$ cat config.mk
export PLATFORM = sky130hd
export DESIGN_NAME = lru_block_cache_controller
export DESIGN_NICKNAME = d
export VERILOG_FILES = /design/src/hdl/lbc_pkg.sv /design/src/hdl/lbc_ram.sv /design/src/hdl/lru_block_cache_controller.sv
export SDC_FILE = /design/constraint.sdc
export NUM_CORES = 1
export LEC_CHECK = 0
export BUFFER_PORTS_ARGS = -buffer_cell sky130_fd_sc_hd__buf_4
export CAP_MARGIN = 5
export CORE_MARGIN = 1.5
export CORE_UTILIZATION = 40
export DETAILED_ROUTE_END_ITERATION = 10
export GPL_ROUTABILITY_DRIVEN = 0
export GPL_TIMING_DRIVEN = 0
export PLACE_DENSITY = 0.6
export SYNTH_ARGS = -nofsm -noshare
export SYNTH_HDL_FRONTEND = slang
export SYNTH_SLANG_ARGS = --single-unit
$ cat constraint.sdc
create_clock -name clk -period 5.8 [get_ports clk]
set_input_delay 0.29 -clock clk [delete_from_list [all_inputs] [get_ports clk]]
set_output_delay 0.29 -clock clk [all_outputs]
set_load 0.05 [all_outputs]
$ cat src/hdl/lbc_pkg.sv
package lbc_pkg;

    // Request fields
    localparam int ADDR_W      = 20;
    localparam int CHUNK_BITS  = 4;                  // 16 chunks per block
    localparam int BNO_W       = ADDR_W - CHUNK_BITS;
    localparam int HW_W        = BNO_W + 1;          // high-water can reach 2^BNO_W - 1

    // Block geometry: 16 chunks of 32 bytes
    localparam int CHUNK_SHIFT = 5;
    localparam int OFF_W       = CHUNK_BITS + CHUNK_SHIFT;
    localparam int LEFT_W      = OFF_W + 1;
    localparam logic [LEFT_W-1:0] BLOCK_BYTES = LEFT_W'(1 << OFF_W);

    // Block numbers at or above 2^16 - 1 are rejected
    localparam logic [BNO_W-1:0] BLOCK_LIMIT = {BNO_W{1'b1}};

    // Result field widths
    localparam int SLOT_OUT_W  = 3;
    localparam int FLUSH_W     = 8;

    typedef struct packed {
        logic                  hit;
        logic [SLOT_OUT_W-1:0] slot;
        logic [OFF_W-1:0]      byte_offset;
        logic [LEFT_W-1:0]     bytes_left;
        logic                  fetch_block;
        logic [FLUSH_W-1:0]    flush_mask;
        logic                  too_large;
    } res_t;

endpackage

$ cat src/hdl/lbc_ram.sv
module lbc_ram #(
    parameter int WIDTH = 16,
    parameter int DEPTH = 8
) (
    input  logic                     clk,
    input  logic                     we,
    input  logic [$clog2(DEPTH)-1:0] waddr,
    input  logic [WIDTH-1:0]         wdata,
    input  logic [$clog2(DEPTH)-1:0] raddr,
    output logic [WIDTH-1:0]         rdata
);

    logic [WIDTH-1:0] mem_reg [DEPTH];
    logic [WIDTH-1:0] rdata_reg;

    always_ff @(posedge clk)
    begin
        if (we)
        begin
            mem_reg[waddr] <= wdata;
        end
        rdata_reg <= mem_reg[raddr];
    end

    assign rdata = rdata_reg;

endmodule

$ cat src/hdl/lru_block_cache_controller.sv
// Channel   Handshake            Payload
// --------  -------------------  ---------------------------------------------------
// req       req_valid/req_stall  chunk_address[19:0], is_write
// rsp       rsp_valid/rsp_stall  hit, slot[2:0], byte_offset[8:0], bytes_left[9:0],
//                                fetch_block, flush_mask[7:0], too_large
//
// Sequence: one request at a time; the tag store is scanned by one shared comparator,
//   one slot per cycle. A too-large request goes straight to the result step; a request
//   for the block used last skips the scan; a hit ends the scan at its slot; a miss
//   scans all SLOTS slots. The tag RAM's registered read sets the scan pace.
// Reset: rst_n async, active low; slot i holds block i, all clean, rank i = slot i.
// Stalls: req_stall is high while a request is in work; a done result waits in res_reg.
module lru_block_cache_controller #(
    parameter int SLOTS = 8
) (
    input  logic                                  clk,
    input  logic                                  rst_n,
    // request channel
    input  logic                                  req_valid,
    output logic                                  req_stall,
    input  logic [lbc_pkg::ADDR_W-1:0]            chunk_address,
    input  logic                                  is_write,
    // result channel
    output logic                                  rsp_valid,
    input  logic                                  rsp_stall,
    output logic                                  hit,
    output logic [lbc_pkg::SLOT_OUT_W-1:0]        slot,
    output logic [lbc_pkg::OFF_W-1:0]             byte_offset,
    output logic [lbc_pkg::LEFT_W-1:0]            bytes_left,
    output logic                                  fetch_block,
    output logic [lbc_pkg::FLUSH_W-1:0]           flush_mask,
    output logic                                  too_large
);

    localparam int SLOT_W = $clog2(SLOTS);
    localparam logic [SLOT_W-1:0] MRU_RANK = SLOT_W'(SLOTS - 1);
    localparam logic [SLOT_W-1:0] LAST_IDX = SLOT_W'(SLOTS - 1);

    // sequencer codes
    localparam logic [2:0] S_IDLE = 3'd0;   // waiting for a request
    localparam logic [2:0] S_LAST = 3'd1;   // compare against last-used slot
    localparam logic [2:0] S_SCAN = 3'd2;   // walk tags, one slot per cycle
    localparam logic [2:0] S_UPD  = 3'd3;   // apply LRU / dirty / high-water update
    localparam logic [2:0] S_OUT  = 3'd4;   // load result register

    logic [2:0]                   state_reg, state_next;

    // latched request
    logic [lbc_pkg::BNO_W-1:0]      bno_reg;
    logic [lbc_pkg::CHUNK_BITS-1:0] chunk_reg;
    logic                           wr_reg;

    // scan bookkeeping
    logic [SLOT_W-1:0]            idx_reg;
    logic [SLOT_W-1:0]            sel_reg;      // slot of a scan hit
    logic [SLOT_W-1:0]            victim_reg;   // slot holding rank 0
    logic                         found_reg;
    logic                         last_hit_reg;

    // cache state
    logic [SLOT_W-1:0]            rank_reg [SLOTS];
    logic [SLOTS-1:0]             dirty_reg;
    logic [SLOTS-1:0]             tvalid_reg;   // tag RAM entry written since reset
    logic [lbc_pkg::HW_W-1:0]     hw_reg;
    logic [SLOT_W-1:0]            last_slot_reg;
    logic                         last_valid_reg;

    // tag RAM read side
    logic [SLOT_W-1:0]            rd_addr;
    logic [SLOT_W-1:0]            rd_slot_reg;
    logic                         rd_tv_reg;
    logic [lbc_pkg::BNO_W-1:0]    tag_rdata;
    logic [lbc_pkg::BNO_W-1:0]    tag_eff;
    logic                         tag_match;

    // result staging and output
    lbc_pkg::res_t                res_reg;
    lbc_pkg::res_t                out_reg;
    logic                         rsp_valid_reg;

    logic                         req_xfer;
    logic                         req_big;
    logic                         out_free;

    // update-step signals
    logic                         miss;
    logic [SLOT_W-1:0]            upd_slot;
    logic [SLOT_W-1:0]            rank_sel;
    logic [SLOTS-1:0]             rank_zero;
    logic [SLOTS-1:0]             flush_vec;
    logic [SLOTS-1:0]             dirty_upd;
    logic [lbc_pkg::HW_W-1:0]     bno_ext;
    logic                         below_hw;
    logic [lbc_pkg::OFF_W-1:0]    off;

    assign req_stall = (state_reg != S_IDLE);
    assign req_xfer  = req_valid && !req_stall;
    assign req_big   = (chunk_address[lbc_pkg::ADDR_W-1:lbc_pkg::CHUNK_BITS]
                        == lbc_pkg::BLOCK_LIMIT);
    assign out_free  = !rsp_valid_reg || !rsp_stall;

    // Tag store: entries not yet written read back as their reset tag (slot i -> i).
    lbc_ram #(
        .WIDTH (lbc_pkg::BNO_W),
        .DEPTH (SLOTS)
    ) u_tag_ram (
        .clk   (clk),
        .we    ((state_reg == S_UPD) && miss),
        .waddr (victim_reg),
        .wdata (bno_reg),
        .raddr (rd_addr),
        .rdata (tag_rdata)
    );

    always_comb
    begin
        unique case (state_reg)
            S_IDLE:  rd_addr = last_slot_reg;
            S_LAST:  rd_addr = '0;
            S_SCAN:  rd_addr = idx_reg + SLOT_W'(1);
            default: rd_addr = '0;
        endcase
    end

    // the shared comparator
    assign tag_eff   = rd_tv_reg ? tag_rdata : lbc_pkg::BNO_W'(rd_slot_reg);
    assign tag_match = (tag_eff == bno_reg);

    // per-slot rank-zero flags, picked by the scan index
    always_comb
    begin
        for (int i = 0; i < SLOTS; i++)
        begin
            rank_zero[i] = (rank_reg[i] == '0);
        end
    end

    // update step
    assign miss     = !found_reg && !last_hit_reg;
    assign upd_slot = last_hit_reg ? last_slot_reg : (found_reg ? sel_reg : victim_reg);
    assign rank_sel = rank_reg[upd_slot];
    assign bno_ext  = {1'b0, bno_reg};
    assign below_hw = (bno_ext < hw_reg);
    assign flush_vec = (miss && dirty_reg[victim_reg]) ? dirty_reg : '0;
    assign off      = {chunk_reg, {lbc_pkg::CHUNK_SHIFT{1'b0}}};

    always_comb
    begin
        dirty_upd = dirty_reg & ~flush_vec;
        if (miss)
        begin
            dirty_upd[victim_reg] = 1'b0;
        end
        if (wr_reg)
        begin
            dirty_upd[upd_slot] = 1'b1;
        end
    end

    always_comb
    begin
        state_next = state_reg;
        unique case (state_reg)
            S_IDLE:
            begin
                if (req_xfer)
                begin
                    state_next = req_big ? S_OUT : S_LAST;
                end
            end
            S_LAST:
            begin
                state_next = (last_valid_reg && tag_match) ? S_UPD : S_SCAN;
            end
            S_SCAN:
            begin
                if (tag_match || (idx_reg == LAST_IDX))
                begin
                    state_next = S_UPD;
                end
            end
            S_UPD:
            begin
                state_next = S_OUT;
            end
            S_OUT:
            begin
                if (out_free)
                begin
                    state_next = S_IDLE;
                end
            end
            default:
            begin
                state_next = S_IDLE;
            end
        endcase
    end

    // control and cache state
    always_ff @(posedge clk or negedge rst_n)
    begin
        if (!rst_n)
        begin
            state_reg      <= S_IDLE;
            dirty_reg      <= '0;
            tvalid_reg     <= '0;
            hw_reg         <= '0;
            last_slot_reg  <= '0;
            last_valid_reg <= 1'b0;
            rsp_valid_reg  <= 1'b0;
            found_reg      <= 1'b0;
            last_hit_reg   <= 1'b0;
            for (int i = 0; i < SLOTS; i++)
            begin
                rank_reg[i] <= SLOT_W'(i);
            end
        end
        else
        begin
            state_reg <= state_next;

            if (state_reg == S_LAST)
            begin
                last_hit_reg <= last_valid_reg && tag_match;
                found_reg    <= 1'b0;
            end

            if ((state_reg == S_SCAN) && tag_match)
            begin
                found_reg <= 1'b1;
            end

            if (state_reg == S_UPD)
            begin
                if (!last_hit_reg)
                begin
                    for (int i = 0; i < SLOTS; i++)
                    begin
                        if (SLOT_W'(i) == upd_slot)
                        begin
                            rank_reg[i] <= MRU_RANK;
                        end
                        else if (rank_reg[i] > rank_sel)
                        begin
                            rank_reg[i] <= rank_reg[i] - SLOT_W'(1);
                        end
                    end
                    if (!below_hw)
                    begin
                        hw_reg <= bno_ext + lbc_pkg::HW_W'(1);
                    end
                end
                if (miss)
                begin
                    tvalid_reg[victim_reg] <= 1'b1;
                end
                dirty_reg      <= dirty_upd;
                last_slot_reg  <= upd_slot;
                last_valid_reg <= 1'b1;
            end

            if ((state_reg == S_OUT) && out_free)
            begin
                rsp_valid_reg <= 1'b1;
            end
            else if (!rsp_stall)
            begin
                rsp_valid_reg <= 1'b0;
            end
        end
    end

    // payload registers
    always_ff @(posedge clk)
    begin
        rd_slot_reg <= rd_addr;
        rd_tv_reg   <= tvalid_reg[rd_addr];

        if (req_xfer)
        begin
            bno_reg   <= chunk_address[lbc_pkg::ADDR_W-1:lbc_pkg::CHUNK_BITS];
            chunk_reg <= chunk_address[lbc_pkg::CHUNK_BITS-1:0];
            wr_reg    <= is_write;
            // a too-large request reports all fields zero but the flag
            res_reg.hit         <= 1'b0;
            res_reg.slot        <= '0;
            res_reg.byte_offset <= '0;
            res_reg.bytes_left  <= '0;
            res_reg.fetch_block <= 1'b0;
            res_reg.flush_mask  <= '0;
            res_reg.too_large   <= req_big;
        end

        if (state_reg == S_LAST)
        begin
            idx_reg <= '0;
        end
        else if (state_reg == S_SCAN)
        begin
            idx_reg <= idx_reg + SLOT_W'(1);
            if (tag_match)
            begin
                sel_reg <= idx_reg;
            end
        end

        // victim found during the walk; ranks are fixed until the update step
        if ((state_reg == S_SCAN) && rank_zero[idx_reg])
        begin
            victim_reg <= idx_reg;
        end

        if (state_reg == S_UPD)
        begin
            res_reg.hit         <= !miss;
            res_reg.slot        <= lbc_pkg::SLOT_OUT_W'(upd_slot);
            res_reg.byte_offset <= off;
            res_reg.bytes_left  <= lbc_pkg::BLOCK_BYTES - {1'b0, off};
            res_reg.fetch_block <= miss && below_hw;
            res_reg.flush_mask  <= lbc_pkg::FLUSH_W'(flush_vec);
            res_reg.too_large   <= 1'b0;
        end

        if ((state_reg == S_OUT) && out_free)
        begin
            out_reg <= res_reg;
        end
    end

    assign rsp_valid   = rsp_valid_reg;
    assign hit         = out_reg.hit;
    assign slot        = out_reg.slot;
    assign byte_offset = out_reg.byte_offset;
    assign bytes_left  = out_reg.bytes_left;
    assign fetch_block = out_reg.fetch_block;
    assign flush_mask  = out_reg.flush_mask;
    assign too_large   = out_reg.too_large;

endmodule

### Yosys cells after proc, flatten, opt, wreduce, memory -nomap -nowiden

Memory sizes are Yosys's and may differ from the RTL's. A register that Yosys moved wholly into a read port is not among the register bits.
Index checks and enable logic that the tools add are counted.

| word-level totals | value |
|---|---|
| bits in registers | 157 |
| RAM bits | 128 |
| input port bits | 25 |
| output and inout bits | 35 |
| logic and storage cells | 197 |
| memories | 1 |

Memories:

| name | words | width | read ports | clocked after memory_dff | write ports | line | RTL |
|---|---|---|---|---|---|---|---|
| u_tag_ram.mem_reg | 8 | 16 | 1 | 1 | 1 | lbc_ram.sv:13 | `logic [WIDTH-1:0] mem_reg [DEPTH];` |

| operators by class | value |
|---|---|
| add/sub/neg operators | 11 |
| $lt $le $gt $ge | 16 |
| eq/ne operators | 18 |
| multiplexer cells | 50 |
| bitwise gates (word level) | 10 |
| reductions and logical operators | 52 |

Operators by type and width:

| operator | number |
|---|---|
| $mux 3 | 24 |
| $mux 33 | 2 |
| $reduce_and 3->1 | 11 |
| $logic_not 3->1 | 10 |
| $gt 3x3->1 | 8 |
| $mux 8 | 3 |
| $sub 3x1->3 const B | 8 |
| $reduce_bool 2->1 | 10 |
| $add 16x1->17 const B | 1 |
| $lt 16x17->1 | 1 |
| $and 8x8->8 | 2 |
| $eq 16x16->1 | 1 |
| $eq 16x16->1 const B | 1 |
| $lt 3x4->1 const B | 4 |
| $mux 16 | 1 |
| $not 8->8 | 2 |
| $or 8x8->8 | 2 |
| $pmux 3 s5 | 1 |
| $eq 3x3->1 const A | 4 |
| $mux 1 | 12 |
| $logic_and 1x1->1 | 11 |
| $sub 10x9->10 const A | 1 |
| $bmux 1 s3 | 3 |
| $bmux 3 s3 | 1 |
| other kinds (18) | 33 |

### Depth between registers and ports, before layout

| depth | value |
|---|---|
| word-level depth | 10 |
| depth in mapped cells | 14 |
| depth with buffers taken out | 12 |

### Hierarchy

From an unflattened synthesis, not the netlist that was laid out.

| unflattened totals | value |
|---|---|
| cells, all modules | 955 |
| area total of the unflattened synthesis | 13465.4 sq um |

Modules (own cells, without submodules):

| module | instances | cells an instance | area each (sq um) | sequential area each (sq um) |
|---|---|---|---|---|
| lru_block_cache_controller | 1 | 741 | 8171.6 | 3953.8 |
| lbc_ram | 1 | 214 | 5293.8 | 4164.0 |

### Least setup slack after synthesis

OpenSTA, ideal clock, no wires.

| timing | value |
|---|---|
| kind | reg2reg |
| start point | register found_reg |
| end point | register rank_reg[20] in the netlist's numbering |
| library setup time | 0.135 ns |
| data arrival time | 3.468 ns |
| required time | 5.665 ns |
| setup slack | 2.196 ns |
| cell stages (with the launch flop) | 12 |
| buffers on the path | 1 |
| clock period less this slack | 3.604 ns |
| cell sequence | dfrtp_1 -> mux2_2 -> mux2i_2 -> clkbuf_1 -> mux4_2 -> mux2i_1 -> ha_1 -> a32oi_1 -> o31ai_1 -> a311o_1 -> a211oi_1 -> a211oi_2 |

| between the ends | value |
|---|---|
| cells in the longest elaborated chain, start to end | 9 |
| elaborated cells on any way between the ends | 11 |
| those cells by class | 1 x order compare; 1 x eq/ne; 6 x mux; 1 x bitwise; 2 x reduce/logical |

RTL lines:

| element | line | RTL |
|---|---|---|
| start: declaration | lru_block_cache_controller.sv:57 | `logic found_reg;` |
| start signal: assignment | lru_block_cache_controller.sv:212 | `found_reg <= 1'b0;` |
| start signal: assignment | lru_block_cache_controller.sv:226 | `found_reg <= 1'b0;` |
| start signal: assignment | lru_block_cache_controller.sv:231 | `found_reg <= 1'b1;` |
| $mux 3 * (2 in series) | lru_block_cache_controller.sv:140 | `assign upd_slot = last_hit_reg ? last_slot_reg : (found_reg ? sel_reg : victim_reg);` |
| $not 3->4 (implied by the code) | lru_block_cache_controller.sv:141 | `assign rank_sel = rank_reg[upd_slot];` |
| $bmux 3 s3 | lru_block_cache_controller.sv:141 |  |
| $mux 3 (implied by the code) (2 in series) | lru_block_cache_controller.sv:141 |  |
| $gt 3x3->1 | lru_block_cache_controller.sv:244 | `else if (rank_reg[i] > rank_sel)` |
| $reduce_bool 2->1 (no source line) | -- |  |
| $reduce_and 3->1 (no source line) | -- |  |
| end signal: indexed assignment | lru_block_cache_controller.sv:216 | `rank_reg[i] <= SLOT_W'(i);` |
| end signal: indexed assignment | lru_block_cache_controller.sv:246 | `rank_reg[i] <= rank_reg[i] - SLOT_W'(1);` |
| end: declaration | lru_block_cache_controller.sv:61 | `logic [SLOT_W-1:0] rank_reg [SLOTS];` |

Every way passes the cells marked *; elsewhere a longest branch is shown, timed or not. The select of a mux whose other input is x is not followed.
A chain may end at the register's enable or synchronous reset.

### Final worst setup path

Ends and elaborated chain as after synthesis.

==> parameters.txt <==
Parameter                              Value

Outcome
  Run status ... finished clean

STA
  Hold slack ... 72.13 ps
  Period Utilization, post-route ... 79.51%
  Setup repair after global routing missed its margin ... false
  Crit path time final ... 4611 ps
  Final Hold Violating Endpoints ... 0
  Fmax ... 0.2169 GHz
  Clock skew after layout ... 10.45 ps
  Slew Viols, Final ... 0
  Worst-Margin Slew ... 1344 ps
  Number of setup violations in the final report ... 0
  Worst slew margin relative to its limit ... under 10%
  Setup_tns ... 0 ps

Cells and area
  Cell Count, Final, Fillers Out ... 1752
  Area occupied by multi-input gates ... 4766 sq um
  Number of nets in the layout ... 1363
  Sequential standard cell area ... 8118 sq um
  Max reg flops ... 128
  Area added between synthesis and finish ... 16.17%
  Number of fill cells ... just over 3000
  Share of final-layout standard cells stronger than drive strength 1 ... 11.54%

GRT
  Via count of the first global-routing pass ... 8931
  Total routing resource utilization after global routing ... 19.02%
  Initial antenna violation count ... 2
  Pin count of the biggest net entering global routing ... 68
  Overflow left after global routing ... 0
  Global-route wire length before repair ... between 50000 and 60000 microns

Floorplan
  Total core area ... 32700 sq um
  Die area ... 34420 sq um
  Num rows ... 66
  Height of the die ... 185.5 microns
  Boundary pin count ... 60
  X dimension of the die ... between 150 and 200 microns
  Initial cell density of the core ... between 40% and 50%

Drt
  Total detailed-routing wirelength ... 31780 microns
  1st-pass router iterations ... 5
  Via count of the routed design ... slightly above 9000
  Routed wire length per instance ... 18.14 microns
  DRC violation count after routing ... 0
  Number of nets still failing antenna checks after routing ... 0
  DR vias/cell ... 5.224
  Drt first-iter violations ... 620

Synthesis
  Synthesis Warnings ... 0
  Top cells by area in the synthesized netlist ... sky130_fd_sc_hd__edfxtp_1, sky130_fd_sc_hd__dfrtp_1, sky130_fd_sc_hd__nand2_1
  Cell type contributing the most total cell area after synthesis ... sky130_fd_sc_hd__edfxtp_1
  Post-synthesis area per instance ... ~11 sq um
  Synth top area share ... 44.62%
  Flip-flop cell with the highest count after synthesis ... sky130_fd_sc_hd__edfxtp_1
  Number of enable-type register cells in the synthesized netlist ... between 150 and 200
  Async S/R FF share, synth ... 23.18%
  Cell count after synthesis ... ~1200
  Post-synth design cell area ... 13330 sq um
  Proportion of synthesized chip area in sequential cells ... 60.92%
  Netlist cell types ... 76
  Synth Register Bits ... 289

Flow run
  Reported max-cap violation count ... 0

Setup path
  Count of buffering cells on the critical path with inverters included ... 1
  Category of the critical setup timing path ... flop to flop
  Kind of cell adding the most delay to the critical path ... multiplexers
  Slowest CP cell ... sky130_fd_sc_hd__mux2i_1
  Startpoint of the worst-slack reg-to-reg timing path ... found_reg
  Required time reported for the critical path endpoint ... 6200 ps
  Depth of the worst register-to-register path ... 11
  Worst EP arrival ... 5010 ps
  Crit-path max cell delay ... 760 ps
  Critical Path Fanout Max ... 10
  Worst path cell trace ... mux2_2 -> mux2i_2 -> clkbuf_1 -> mux4_2 -> mux2i_1 -> ha_1 -> a32oi_1 -> o31ai_1 -> a311o_1 -> a211oi_1 -> a211oi_2
  Reg-to-reg endpoint ... rank_reg[20]
  Critical path endpoint category ... flop
  Worst reg-to-reg setup slack ... 1190 ps
  Category of the worst setup path launch point ... flop
  WP depth ... 11

Clock network
  Buffers from clock root to sink, at most ... 3
  Clock Root Buffer ... sky130_fd_sc_hd__clkbuf_16
  Htree depth ... 1
  Worst-skew pair later-pin latency ... around 560 ps
  Clock tree from TritonCTS ... yes
  Postcts setup bufs ... 0
  Sink Count ... 289
  CTS Buf Count ... 29
  Clk slew on worst S/H paths ... 60 ps

Min path
  Hold depth ... 4
  Startpoint of the worst hold path ... req_valid
  WHS Endpoint ... res_reg[0]
  Min-delay worst type ... input port to flop

Power
  Max IR drop VDD ... 0.0003350 V
  PD cells ... 539.1 nW/um^2
  Static power due to leakage ... 6.164 nW

Placed design
  Placed wire-length estimate after detailed placement ... 21950 microns
  Placed Instances ... approximately 1700
  Count of port buffers added during placement ... 49
==> worst max path at each step <==
stage	start	slack (ps)	to
after floorplan	found_reg	2200	rank_reg[20]
after global placement	state_reg[1]	60	dirty_reg[4]
after detailed placement	found_reg	1180	rank_reg[20]
after CTS	found_reg	1200	rank_reg[20]
after global routing	found_reg	1050	rank_reg[20]
final	found_reg	1190	rank_reg[20]
==> cell type report <==
cell class              instances  area share, %
diodes                          1        0.01617
well taps                     442          3.573
plain buffers                  60          1.827
clock buffers                  39          5.060
repair buffers                 75          4.058
flip-flops and latches        289          52.44
inverters                      54          1.309
multi-input cells             778          30.79
clock inverters                14         0.9295
==> per-layer routing <==
layer	wire [microns]	track usage, %	vias to the layer above	share of wire [%]
met2	15270	32.03	221	48
met5	0	0	-	0
met3	1551	2.622	54	4.9
met1	14250	25.78	4451	45
met4	707	5.008	0	2.2
li1	-	-	4426	-
==> worst min-delay path: stages <==
cell and delay [ps]:
sky130_fd_sc_hd__buf_4 80, sky130_fd_sc_hd__nand2_1 70, sky130_fd_sc_hd__nand3_1 90, sky130_fd_sc_hd__nand2_1 50
==> logic make-up (layout without fill, tap and decap cells) <==
group | after synthesis | in the layout | synth area share [%]
AND/OR/NAND/NOR | 484 | 484 | 16.32
flip-flops | 289 | 289 | 60.92
AO/OA/AOI/OAI | 171 | 171 | 9.146
buffers and inverters | 114 | 242 | 3.643
adder cells (fa/ha/maj) | 53 | 53 | 4.958
multiplexers | 32 | 32 | 3.145
XOR/XNOR | 28 | 28 | 1.840
other | 1 | 11 | 0.02814
==> stage by stage <==
stage                     util [%]  setup slack (ps)  cell area (sq um)  power [mW]
after detailed placement     43.79              1182              14320       6.522
after global routing         47.33              1054              15480       8.946
after CTS                    47.33              1205              15480       8.392
final                        47.34              1189              15480       8.346
after global placement       43.67             59.10              14280       6.434
after floorplan                  -              2196              13360       5.491
==> synthesized netlist by cell type (4+ instances only) <==
cell type and n:
sky130_fd_sc_hd__nand3b_1 7, sky130_fd_sc_hd__o21ai_0 44, sky130_fd_sc_hd__o31ai_1 7, sky130_fd_sc_hd__nand2b_1 10
sky130_fd_sc_hd__mux4_2 4, sky130_fd_sc_hd__a32oi_1 6, sky130_fd_sc_hd__and3_1 9, sky130_fd_sc_hd__dfstp_2 12
sky130_fd_sc_hd__mux2i_1 15, sky130_fd_sc_hd__xor2_1 8, sky130_fd_sc_hd__and2_1 16, sky130_fd_sc_hd__nor3_1 15
sky130_fd_sc_hd__edfxtp_1 198, sky130_fd_sc_hd__nand3_1 102, sky130_fd_sc_hd__o211a_1 7, sky130_fd_sc_hd__nand2_1 228
sky130_fd_sc_hd__a22oi_1 14, sky130_fd_sc_hd__inv_1 51, sky130_fd_sc_hd__dfxtp_1 24, sky130_fd_sc_hd__a211oi_1 7
sky130_fd_sc_hd__nor3b_1 4, sky130_fd_sc_hd__ha_1 51, sky130_fd_sc_hd__a21o_1 10, sky130_fd_sc_hd__buf_1 4
sky130_fd_sc_hd__xnor2_1 20, sky130_fd_sc_hd__a311o_1 5, sky130_fd_sc_hd__clkbuf_1 42, sky130_fd_sc_hd__buf_4 11
sky130_fd_sc_hd__dfrtp_1 55, sky130_fd_sc_hd__o21ai_1 6, sky130_fd_sc_hd__or2_2 4, sky130_fd_sc_hd__a21oi_1 30
sky130_fd_sc_hd__mux2_2 6, sky130_fd_sc_hd__o2bb2ai_1 4, sky130_fd_sc_hd__nand4_1 10, sky130_fd_sc_hd__nor2_1 65
==> power breakdown <==
group / total, mW / internal [mW] / switching, mW / leakage (nW)
Clock: 1.83 / 1.04 / 0.791 / 0.449
Combinational: 3.36 / 1.20 / 2.17 / 2.91
Sequential: 3.15 / 2.79 / 0.362 / 2.81
==> placed cells by master, fill, tap and decap left out, types with 8 or more instances in the layout <==
cell type                       instances
sky130_fd_sc_hd__mux2i_1               15
sky130_fd_sc_hd__dfxtp_1               24
sky130_fd_sc_hd__dfstp_2               12
sky130_fd_sc_hd__conb_1                10
sky130_fd_sc_hd__dlygate4sd3_1         23
sky130_fd_sc_hd__and3_1                 9
sky130_fd_sc_hd__nor3_1                15
sky130_fd_sc_hd__ha_1                  51
sky130_fd_sc_hd__xor2_1                 8
sky130_fd_sc_hd__a21oi_1               29
sky130_fd_sc_hd__nand2b_1              10
sky130_fd_sc_hd__dfrtp_1               55
sky130_fd_sc_hd__a21o_1                10
sky130_fd_sc_hd__clkbuf_16             29
sky130_fd_sc_hd__and2_1                16
sky130_fd_sc_hd__a22oi_1               14
sky130_fd_sc_hd__nand2_1              228
sky130_fd_sc_hd__inv_1                 51
sky130_fd_sc_hd__edfxtp_1             198
sky130_fd_sc_hd__o21ai_0               44
sky130_fd_sc_hd__buf_4                 62
sky130_fd_sc_hd__nand4_1               10
sky130_fd_sc_hd__nor2_1                65
sky130_fd_sc_hd__clkbuf_1              50
sky130_fd_sc_hd__nand3_1              102
sky130_fd_sc_hd__xnor2_1               20
==> timing repair <==
action / 4_1_cts / 5_1_grt
hold endpoints to repair: 77 / 0
gates resized for setup: 0 / 0
hold buffers: 23 / 0
Note: power is estimated with default switching activity, not from simulation.
